[config.mk]
export PLATFORM = sky130hd
export DESIGN_NAME = frame_crc16_checker_top
export DESIGN_NICKNAME = d
export VERILOG_FILES = /design/src/frc_pkg.sv /design/src/frc_crc_byte.sv /design/src/frame_crc16_checker_top.sv
export SDC_FILE = /design/constraint.sdc
export NUM_CORES = 1
export LEC_CHECK = 0
export ABC_AREA = 1
export BUFFER_PORTS_ARGS = -buffer_cell sky130_fd_sc_hd__buf_2
export CAP_MARGIN = 20
export CORE_MARGIN = 8
export CORE_UTILIZATION = 55
export DETAILED_ROUTE_END_ITERATION = 12
export PLACE_DENSITY = 0.74
export SLEW_MARGIN = 25
export SYNTH_ARGS = -nofsm -noshare
export SYNTH_HDL_FRONTEND = slang
export SYNTH_SLANG_ARGS = --single-unit
[constraint.sdc]
create_clock -name clk -period 4.2 [get_ports clk]
set_input_delay 0.42 -clock clk [delete_from_list [all_inputs] [get_ports clk]]
set_output_delay 0.42 -clock clk [all_outputs]
set_load 0.005 [all_outputs]
[src/frc_pkg.sv]
`timescale 1ns / 1ps
// ----------------------------------------------------------------------------
// frc_pkg: shared types and constants for the frame CRC-16 checker
// Word layouts of both channels, status codes and frame constants.
// ----------------------------------------------------------------------------
package frc_pkg;

    // Frame constants
    localparam int          MAX_FRAME_BYTES_DEF = 252;
    localparam logic [15:0] CRC_INIT            = 16'hFFFF;
    localparam logic [8:0]  HEADER_EXTRA        = 9'd12;
    localparam logic [8:0]  POS_MAX             = 9'd511;

    // Byte positions inside the header
    localparam logic [8:0]  POS_CRC_LO = 9'd0;
    localparam logic [8:0]  POS_CRC_HI = 9'd1;
    localparam logic [8:0]  POS_SIZE   = 9'd2;

    // Status codes, in order of the protocol's numbering
    typedef enum logic [1:0] {
        STATUS_OK      = 2'd0,
        STATUS_TOO_BIG = 2'd1,
        STATUS_SHORT   = 2'd2,
        STATUS_CRC_BAD = 2'd3
    } frame_status_t;

    // Input word: one received byte
    typedef struct packed {
        logic [7:0] rx_byte;
        logic       end_of_frame;
    } rx_word_t;

    // Output word: one status per frame
    typedef struct packed {
        frame_status_t frame_status;
        logic [15:0]   computed_crc;
        logic [8:0]    declared_length;
    } status_word_t;

endpackage

[src/frc_crc_byte.sv]
`timescale 1ns / 1ps
// ----------------------------------------------------------------------------
// frc_crc_byte: byte-wise CRC-16 update
// Polynomial 0x1021, no reflection; folds one byte into the running CRC.
// ----------------------------------------------------------------------------
module frc_crc_byte
    import frc_pkg::*;
(
    input  logic [15:0] crc,
    input  logic [7:0]  data,
    output logic [15:0] crc_next
);

    logic [7:0] x_raw;
    logic [7:0] x_mix;

    // Table-free form of the 0x1021 byte step
    assign x_raw    = crc[15:8] ^ data;
    assign x_mix    = x_raw ^ {4'd0, x_raw[7:4]};
    assign crc_next = {crc[7:0], 8'd0}
                    ^ {x_mix[3:0], 12'd0}
                    ^ {3'd0, x_mix, 5'd0}
                    ^ {8'd0, x_mix};

endmodule

[src/frame_crc16_checker_top.sv]
`timescale 1ns / 1ps
// ----------------------------------------------------------------------------
// frame_crc16_checker_top: receive-frame CRC-16 checker
// Takes frame bytes in order, tracks header fields and the CRC, and returns
// one status word on the byte flagged as end of frame.
//
//   channel | direction | handshake            | word
//   --------+-----------+----------------------+---------------------------
//   in      | input     | in_valid / in_ready  | rx_word_t  (byte, eof)
//   out     | output    | out_valid / out_ready| status_word_t (status,
//           |           |                      |   crc, declared length)
//
// One byte per cycle while in_ready is high; the status word appears in the cycle after the last byte.
// The frame state and the output register are both loaded straight from the
// next-state logic; the CRC byte update is the longest path.
// in_ready drops only while a status word waits and out_ready is low.
// Reset returns the frame state to its initial values and empties the output register.
// ----------------------------------------------------------------------------
module frame_crc16_checker_top
    import frc_pkg::*;
#(
    parameter int MAX_FRAME_BYTES = MAX_FRAME_BYTES_DEF
)
(
    input  logic         clk,
    input  logic         rst_n,
    input  logic         in_valid,
    output logic         in_ready,
    input  rx_word_t     in_data,
    output logic         out_valid,
    input  logic         out_ready,
    output status_word_t out_data
);

    localparam logic [8:0] MAX_LEN = 9'(MAX_FRAME_BYTES);

    // Frame state
    logic [15:0]  crc_reg,    crc_next;
    logic [8:0]   pos_reg,    pos_next;
    logic [15:0]  stored_reg, stored_next;
    logic [8:0]   len_reg,    len_next;

    // Output register
    logic         out_valid_reg, out_valid_next;
    status_word_t out_data_reg,  out_data_next;

    logic         accept;
    logic [8:0]   len_eff;
    logic [15:0]  crc_upd;
    logic [15:0]  crc_new;
    logic [15:0]  stored_new;
    logic [9:0]   pos_plus1;
    frame_status_t status;

    assign in_ready  = !out_valid_reg || out_ready;
    assign accept    = in_valid && in_ready;
    assign out_valid = out_valid_reg;
    assign out_data  = out_data_reg;

    frc_crc_byte u_crc
    (
        .crc      (crc_reg),
        .data     (in_data.rx_byte),
        .crc_next (crc_upd)
    );

    // Header capture and CRC gating for the current byte
    always_comb
    begin
        stored_new = stored_reg;
        len_eff    = len_reg;
        crc_new    = crc_reg;
        if (pos_reg == POS_CRC_LO)
        begin
            stored_new = {stored_reg[15:8], in_data.rx_byte};
        end
        else if (pos_reg == POS_CRC_HI)
        begin
            stored_new = {in_data.rx_byte, stored_reg[7:0]};
        end
        else
        begin
            if (pos_reg == POS_SIZE)
            begin
                len_eff = {1'b0, in_data.rx_byte} + HEADER_EXTRA;
            end
            if (pos_reg < len_eff)
            begin
                crc_new = crc_upd;
            end
        end
        pos_plus1 = {1'b0, pos_reg} + 10'd1;
    end

    // Status for a byte flagged as end of frame
    always_comb
    begin
        priority if (pos_reg < POS_SIZE)
            status = STATUS_SHORT;
        else if (len_eff > MAX_LEN)
            status = STATUS_TOO_BIG;
        else if (pos_plus1 < {1'b0, len_eff})
            status = STATUS_SHORT;
        else if (crc_new != stored_new)
            status = STATUS_CRC_BAD;
        else
            status = STATUS_OK;
    end

    // Next frame state and output word
    always_comb
    begin
        crc_next       = crc_reg;
        pos_next       = pos_reg;
        stored_next    = stored_reg;
        len_next       = len_reg;
        out_valid_next = out_valid_reg && !out_ready;
        out_data_next  = out_data_reg;
        if (accept)
        begin
            if (in_data.end_of_frame)
            begin
                crc_next       = CRC_INIT;
                pos_next       = '0;
                stored_next    = '0;
                len_next       = '0;
                out_valid_next = 1'b1;
                out_data_next.frame_status    = status;
                out_data_next.computed_crc    = crc_new;
                out_data_next.declared_length = len_eff;
            end
            else
            begin
                crc_next    = crc_new;
                stored_next = stored_new;
                len_next    = len_eff;
                pos_next    = (pos_reg == POS_MAX) ? pos_reg : pos_plus1[8:0];
            end
        end
    end

    // Control and frame state
    always_ff @(posedge clk or negedge rst_n)
    begin
        if (!rst_n)
        begin
            crc_reg       <= CRC_INIT;
            pos_reg       <= '0;
            stored_reg    <= '0;
            len_reg       <= '0;
            out_valid_reg <= 1'b0;
        end
        else
        begin
            crc_reg       <= crc_next;
            pos_reg       <= pos_next;
            stored_reg    <= stored_next;
            len_reg       <= len_next;
            out_valid_reg <= out_valid_next;
        end
    end

    // Output payload
    always_ff @(posedge clk)
    begin
        out_data_reg <= out_data_next;
    end

endmodule

### Word level (Yosys, flattened, before mapping)

Cells that the tools add are included.

| operators by class | value |
|---|---|
| $add $sub $neg | 2 |
| multiply operators | 0 |
| divide/modulo/power cells | 0 |
| order comparisons | 4 |
| equality and inequality tests | 5 |
| shifts and indexed selects | 0 |
| multiplexer cells | 20 |
| bitwise logic cells | 5 |
| reduce and logical (&&, ||, !) cells | 8 |

Operators by type and width:

| cell | count |
|---|---|
| two-way mux 16 bit | 7 |
| two-way mux 9 bit | 8 |
| != test 16 bit | 1 |
| bitwise XOR 16 x 13 -> 16 bit | 1 |
| bitwise XOR 16 bit | 1 |
| bitwise XOR 16 x 8 -> 16 bit | 1 |
| adder 9 x 1 -> 10 bit (second input constant) | 1 |
| less-than comparator 10 x 9 -> 1 bit | 1 |
| adder 8 x 4 -> 9 bit (second input constant) | 1 |
| == test 9 x 1 -> 1 bit (second input constant) | 1 |
| == test 9 x 2 -> 1 bit (second input constant) | 1 |
| == test 9 bit (second input constant) | 1 |
| greater-than comparator 9 x 8 -> 1 bit (second input constant) | 1 |
| logical NOT 9 bit | 1 |
| less-than comparator 9 x 2 -> 1 bit (second input constant) | 1 |
| less-than comparator 9 bit | 1 |
| bitwise XOR 8 x 4 -> 8 bit | 1 |
| bitwise XOR 8 bit | 1 |
| two-way mux 2 bit | 3 |
| AND reduction 2 bit | 2 |
| logical AND 1 bit | 2 |
| logical NOT 1 bit | 2 |
| two-way mux 1 bit | 2 |
| != test 2 bit (second input constant) | 1 |
| logical OR 1 bit | 1 |

| storage, ports and cells | value |
|---|---|
| register bits after elaboration | 78 |
| bits in latches | 0 |
| memory bits (writable) | 0 |
| memory bits (read-only) | 0 |
| bits of input ports | 13 |
| output and inout bits | 29 |
| word-level logic and storage cells | 52 |
| memories kept | 0 |

### Longest topological paths before layout

| depth | value |
|---|---|
| word-level depth | 12 |
| depth in mapped cells | 28 |
| mapped depth without buffers | 27 |

### Cells and area by module

From an unflattened synthesis, not the netlist that was laid out.

| unflattened totals | value |
|---|---|
| cells, all modules | 659 |
| area total of the unflattened synthesis | 5069.9 µm² |

Modules (own cells, without submodules):

| module | instances | cells each | area an instance (µm²) | sequential area each (µm²) |
|---|---|---|---|---|
| frame_crc16_checker_top | 1 | 571 | 4659.5 | 2107.0 |
| frc_crc_byte | 1 | 88 | 410.4 | 0.0 |

### Least setup slack after synthesis

No wires, ideal clock.

| timing path | value |
|---|---|
| kind | register to register |
| from | register pos_reg[0] |
| to | register out_data_reg, in the netlist out_data[26], data pin |
| setup time | 254 ps |
| arrival time | 3208 ps |
| data required time | 3946 ps |
| slack | 738 ps |
| cell stages (with the launch flop) | 25 |
| path buffers | 1 |
| period minus slack after synthesis | 3462 ps |
| cells stage by stage | dfrtp_1 -> inv_1 -> ha_1 -> nand2_1 -> nor2_2 -> nand2_4 -> inv_1 -> nand3_1 -> o21ai_0 -> inv_1 -> ha_1 -> a21o_1 -> nor2_1 -> nand3_2 -> nor2_8 -> buf_4 -> nand3_1 -> nand3_1 -> nand2_1 -> nor2_1 -> nand2_1 -> nor2_1 -> nand3_1 -> nand2_1 -> nand2_1 |

| on the way | value |
|---|---|
| longest elaborated chain between the ends | 12 |
| elaborated cells on any way between the ends | 22 |
| those cells by class | add/sub: 1; order compare: 4; eq/ne: 3; mux: 13; reduce/logical: 1 |

RTL lines:

| item | RTL line | source |
|---|---|---|
| start, declared | frame_crc16_checker_top.sv:39 | `logic [8:0] pos_reg, pos_next;` |
| start signal, assigned | frame_crc16_checker_top.sv:156 | `pos_reg <= pos_next;` |
| == test 9 x 2 -> 1 bit | frame_crc16_checker_top.sv:83 | `if (pos_reg == POS_SIZE)` |
| two-way mux 9 bit | frame_crc16_checker_top.sv:83 |  |
| two-way mux 9 bit | frame_crc16_checker_top.sv:77 | `else if (pos_reg == POS_CRC_HI)` |
| two-way mux 9 bit | frame_crc16_checker_top.sv:73 | `if (pos_reg == POS_CRC_LO)` |
| less-than comparator 9 bit | frame_crc16_checker_top.sv:87 | `if (pos_reg < len_eff)` |
| two-way mux 16 bit | frame_crc16_checker_top.sv:87 |  |
| two-way mux 16 bit | frame_crc16_checker_top.sv:77 |  |
| two-way mux 16 bit | frame_crc16_checker_top.sv:73 |  |
| != test 16 bit | frame_crc16_checker_top.sv:104 | `else if (crc_new != stored_new)` |
| two-way mux 2 bit | frame_crc16_checker_top.sv:104 |  |
| two-way mux 2 bit | frame_crc16_checker_top.sv:102 | `else if (pos_plus1 < {1'b0, len_eff})` |
| two-way mux 2 bit | frame_crc16_checker_top.sv:100 | `else if (len_eff > MAX_LEN)` |
| end signal, assigned | frame_crc16_checker_top.sv:166 | `out_data_reg <= out_data_next;` |
| end, declared | frame_crc16_checker_top.sv:45 | `status_word_t out_data_reg, out_data_next;` |

Parallel ways exist; a longest one is shown, timed or not. The select of a mux whose other input is x is not followed.
A chain may end at the register's enable or synchronous reset.

### Worst setup path after layout

| timing path | value |
|---|---|
| from | register pos_reg[0] |
| to | register out_data_reg, in the netlist out_data[25], data pin |

| on the way | value |
|---|---|
| longest elaborated chain between the ends | 12 |
| elaborated cells on any way between the ends | 22 |
| those cells by class | add/sub: 1; order compare: 4; eq/ne: 3; mux: 13; reduce/logical: 1 |

RTL lines:

| item | RTL line | source |
|---|---|---|
| == test 9 x 2 -> 1 bit | frame_crc16_checker_top.sv:83 |  |
| two-way mux 9 bit | frame_crc16_checker_top.sv:83 |  |
| two-way mux 9 bit | frame_crc16_checker_top.sv:77 |  |
| two-way mux 9 bit | frame_crc16_checker_top.sv:73 |  |
| less-than comparator 9 bit | frame_crc16_checker_top.sv:87 |  |
| two-way mux 16 bit | frame_crc16_checker_top.sv:87 |  |
| two-way mux 16 bit | frame_crc16_checker_top.sv:77 |  |
| two-way mux 16 bit (*) | frame_crc16_checker_top.sv:73 |  |
| via crc_new[8] | frame_crc16_checker_top.sv:50 | `logic [15:0] crc_new;` |
| != test 16 bit (*) | frame_crc16_checker_top.sv:104 |  |
| two-way mux 2 bit (*) | frame_crc16_checker_top.sv:104 |  |
| two-way mux 2 bit (*) | frame_crc16_checker_top.sv:102 |  |
| two-way mux 2 bit (*) | frame_crc16_checker_top.sv:100 |  |

The timed path passes the listed nets; every way through them passes the cells marked *. The select of a mux whose other input is x is not followed.

==> flow_metrics.env <==
export IMPL_drive_above_1_share=0.168
export IMPL_synth_most_common_cell="nand2_1"
export IMPL_drc=0
export IMPL_h_tree_depth=3
export IMPL_worstReg2RegEnd="out_data[25]$_SDFFCE_PN0P_"
export IMPL_power_switching_mw=1.81
export IMPL_overflow=0
export IMPL_cp_data_required_time_ns=4.31
export IMPL_p_comb_frac=0.523
export IMPL_cts_made_buffers=9
export IMPL_syn_to_final_growth_pct=11.0
export IMPL_die_area_um2=12400
export IMPL_path_clk_slew_ns=0.08
export IMPL_synth_top_area_frac=0.176
export IMPL_fin_area_um2=5530
export IMPL_cp_max_fo=19
export IMPL_wl_per_cell_um=16.2
export IMPL_chipHeight_um=111
export IMPL_clock_fmax_ghz=0.255
export IMPL_root_buffer="clkbuf_8"
export IMPL_p_sw_frac=0.454
export IMPL_drt_pass1_iterations=5
export IMPL_cts_resized=0
export IMPL_fillers=757
export IMPL_ys_types=39
export IMPL_pre_cts_ws_ns=0.312
export IMPL_vdd_drop_max_uv=342
export IMPL_antenna_cells=0
export IMPL_synthTopCellsByArea="dfrtp_1 18%, edfxtp_1 16%, nand2_1 14%"
export IMPL_fin_nets=714
export IMPL_dp_hpwl_mm=9.43
export IMPL_hold_slack_ns=0.00466
export IMPL_finalSetupViolCount=0
export IMPL_syn_inst=633
export IMPL_slew_viol_final=0
export IMPL_synth_area_um2=4980
export IMPL_yosysWarnings=0
export IMPL_via_count=4399
export IMPL_reg2reg_depth=26
export IMPL_antenna_found_initial=0
export IMPL_grt_pass1_wl_mm=21.0
export IMPL_critPathSlowestCell="dfrtp_1"
export IMPL_largest_reg_flops=27
export IMPL_routabilityCongestion=0.920
export IMPL_cts_max_path_buffers=2
export IMPL_ff_latch_area_um2=2110
export IMPL_synth_ff_type="dfrtp_1"
export IMPL_placed_area_um2=5310
export IMPL_p_seq_frac=0.322
export IMPL_internal_power_mw=2.18
export IMPL_initial_core_util=0.568
export IMPL_min_delay_path_class="input port to asynchronous set/reset pin"
export IMPL_setup_tns_final_ns=0
export IMPL_crit_arrival_ns=4.02
export IMPL_synth_edf_count=27
export IMPL_ys_async_sr_fraction=0.654
export IMPL_totalWireLength_mm=12.8
export IMPL_min_period_ns=3.92
export IMPL_hold_viol=0
export IMPL_die_w_um=111
export IMPL_synth_commonest_cells="180 x nand2_1, 90 x inv_1, 46 x o21ai_0"
export IMPL_max_slew_margin_rel=0.527
export IMPL_grt_pass1_vias=4144
export IMPL_fin_crit_sh=0.933
export IMPL_grt_max_degree=43
export IMPL_io_pins=42
export IMPL_multi_input_area_um2=2420
export IMPL_r2r_start="pos_reg[0]$_DFFE_PN0P_"
export IMPL_core_area_um2=8760
export IMPL_cts_tree="yes"
export IMPL_grt_total_usage=0.208
export IMPL_r2r_slack_ns=0.28
export IMPL_leakagePower_nw=2.76
export IMPL_port_buffers=41
export IMPL_clock_sinks=78
export IMPL_slowest_delay_ns=0.45
export IMPL_synth_largest_area_cell="dfrtp_1"
export IMPL_start_kind="flop"
export IMPL_ys_ff_latch=78
export IMPL_setup_slack_ns=0.282
export IMPL_finClkSkew_ns=0.00777
export IMPL_post_cts_buffers=0
export IMPL_clock_latency_ns=0.35
export IMPL_tightest_slew_ns=0.710
export IMPL_clkPwrFrac=0.155
export IMPL_synth_nets=668
export IMPL_seq_area_frac_synth=0.423
export IMPL_hold_buffers=0
export IMPL_placement_rows=34
export IMPL_worstSetupEndpointType="flop"
export IMPL_rsz0062_at_grt="false"
export IMPL_ant_nets=0
export IMPL_criticalPathCategory="flop to flop"
export IMPL_cp_common_cell="nand2_1"
export IMPL_syn_area_per_cell_um2=7.86
export IMPL_viasPerCell=5.55
export IMPL_status="finished clean"
export IMPL_p_per_area_nw_per_um2=722
export IMPL_cap_violations=0
export IMPL_drt_iter0_markers=295
cell families (layout without fill, tap and decap cells):
logic type | count (synthesis) | in the layout | share of synthesized area
buffers and inverters | 114 | 165 | 0.0905
and+or+nand+nor | 297 | 297 | 0.281
adders and majority gates | 22 | 22 | 0.0553
xor gates and xnor gates | 22 | 22 | 0.0387
DFF | 78 | 78 | 0.423
AOI/OAI and AO/OA | 100 | 100 | 0.111
worst max path at each step:
stage	start	endpoint	slack (ns)
global placement	pos_reg[0]$_DFFE_PN0P_	out_data[26]$_SDFFCE_PN1P_	0.38
floorplan	pos_reg[0]$_DFFE_PN0P_	out_data[26]$_SDFFCE_PN1P_	0.74
global route	pos_reg[0]$_DFFE_PN0P_	out_data[26]$_SDFFCE_PN1P_	0.05
CTS	pos_reg[0]$_DFFE_PN0P_	out_data[25]$_SDFFCE_PN0P_	0.29
detailed placement	in_data[3]	out_data[25]$_SDFFCE_PN0P_	0.31
finish	pos_reg[0]$_DFFE_PN0P_	out_data[25]$_SDFFCE_PN0P_	0.28
power by group through the flow:
| stage | clock (mW) | sequential (mW) | combinational, mW |
|---|---|---|---|
| global placement | 0 | 1.29 | 2.02 |
| floorplan | 0 | 1.26 | 1.56 |
| global route | 0.659 | 1.31 | 2.37 |
| CTS | 0.631 | 1.28 | 2.08 |
| finish | 0.619 | 1.28 | 2.09 |
| detailed placement | 0 | 1.29 | 2.06 |
layer usage:
metal	GRT usage	vias up	part of all wire
li1	-	2168	-
met5	0	-	0
met3	0.0438	23	0.064
met2	0.319	150	0.44
met1	0.288	2058	0.47
met4	0.0631	0	0.020
cells in the final DEF (no fill, tap or decap), types with 12 or more instances in the layout:
cell	count
buf_2	41
dfrtp_1	35
dfstp_2	16
edfxtp_1	27
ha_1	22
inv_1	89
nand2_1	180
nand3_1	40
nand3b_1	12
nor2_1	24
o21ai_0	46
o22ai_1	29
xor2_1	14
metrics by stage:
stage          power (mW)  cells   util
6_report             3.99    792  0.631
5_1_grt              4.34    792  0.631
3_3_place_gp         3.31    776  0.606
4_1_cts              3.99    792  0.630
2_1_floorplan        2.82    633      -
3_5_place_dp         3.36    776  0.606
worst max-delay path: cells and delay by family, from the launching register on:
kind / cells / cell delay [ns]
AND/OR/NAND/NOR: 18 / 1.83
buffers and inverters: 4 / 0.40
adder cells (fa/ha/maj): 2 / 0.52
flip-flops: 1 / 0.45
AO/OA/AOI/OAI: 2 / 0.46
final cells by class:
class,count,share of cell area
well taps,108,0.0244
clock inverters,5,0.0131
flip-flops and latches,78,0.381
clock buffers,11,0.0256
inverters,99,0.0679
repair buffers,50,0.0493
multi-input cells,441,0.438
No activity file was read; power rests on OpenSTA's default activity.
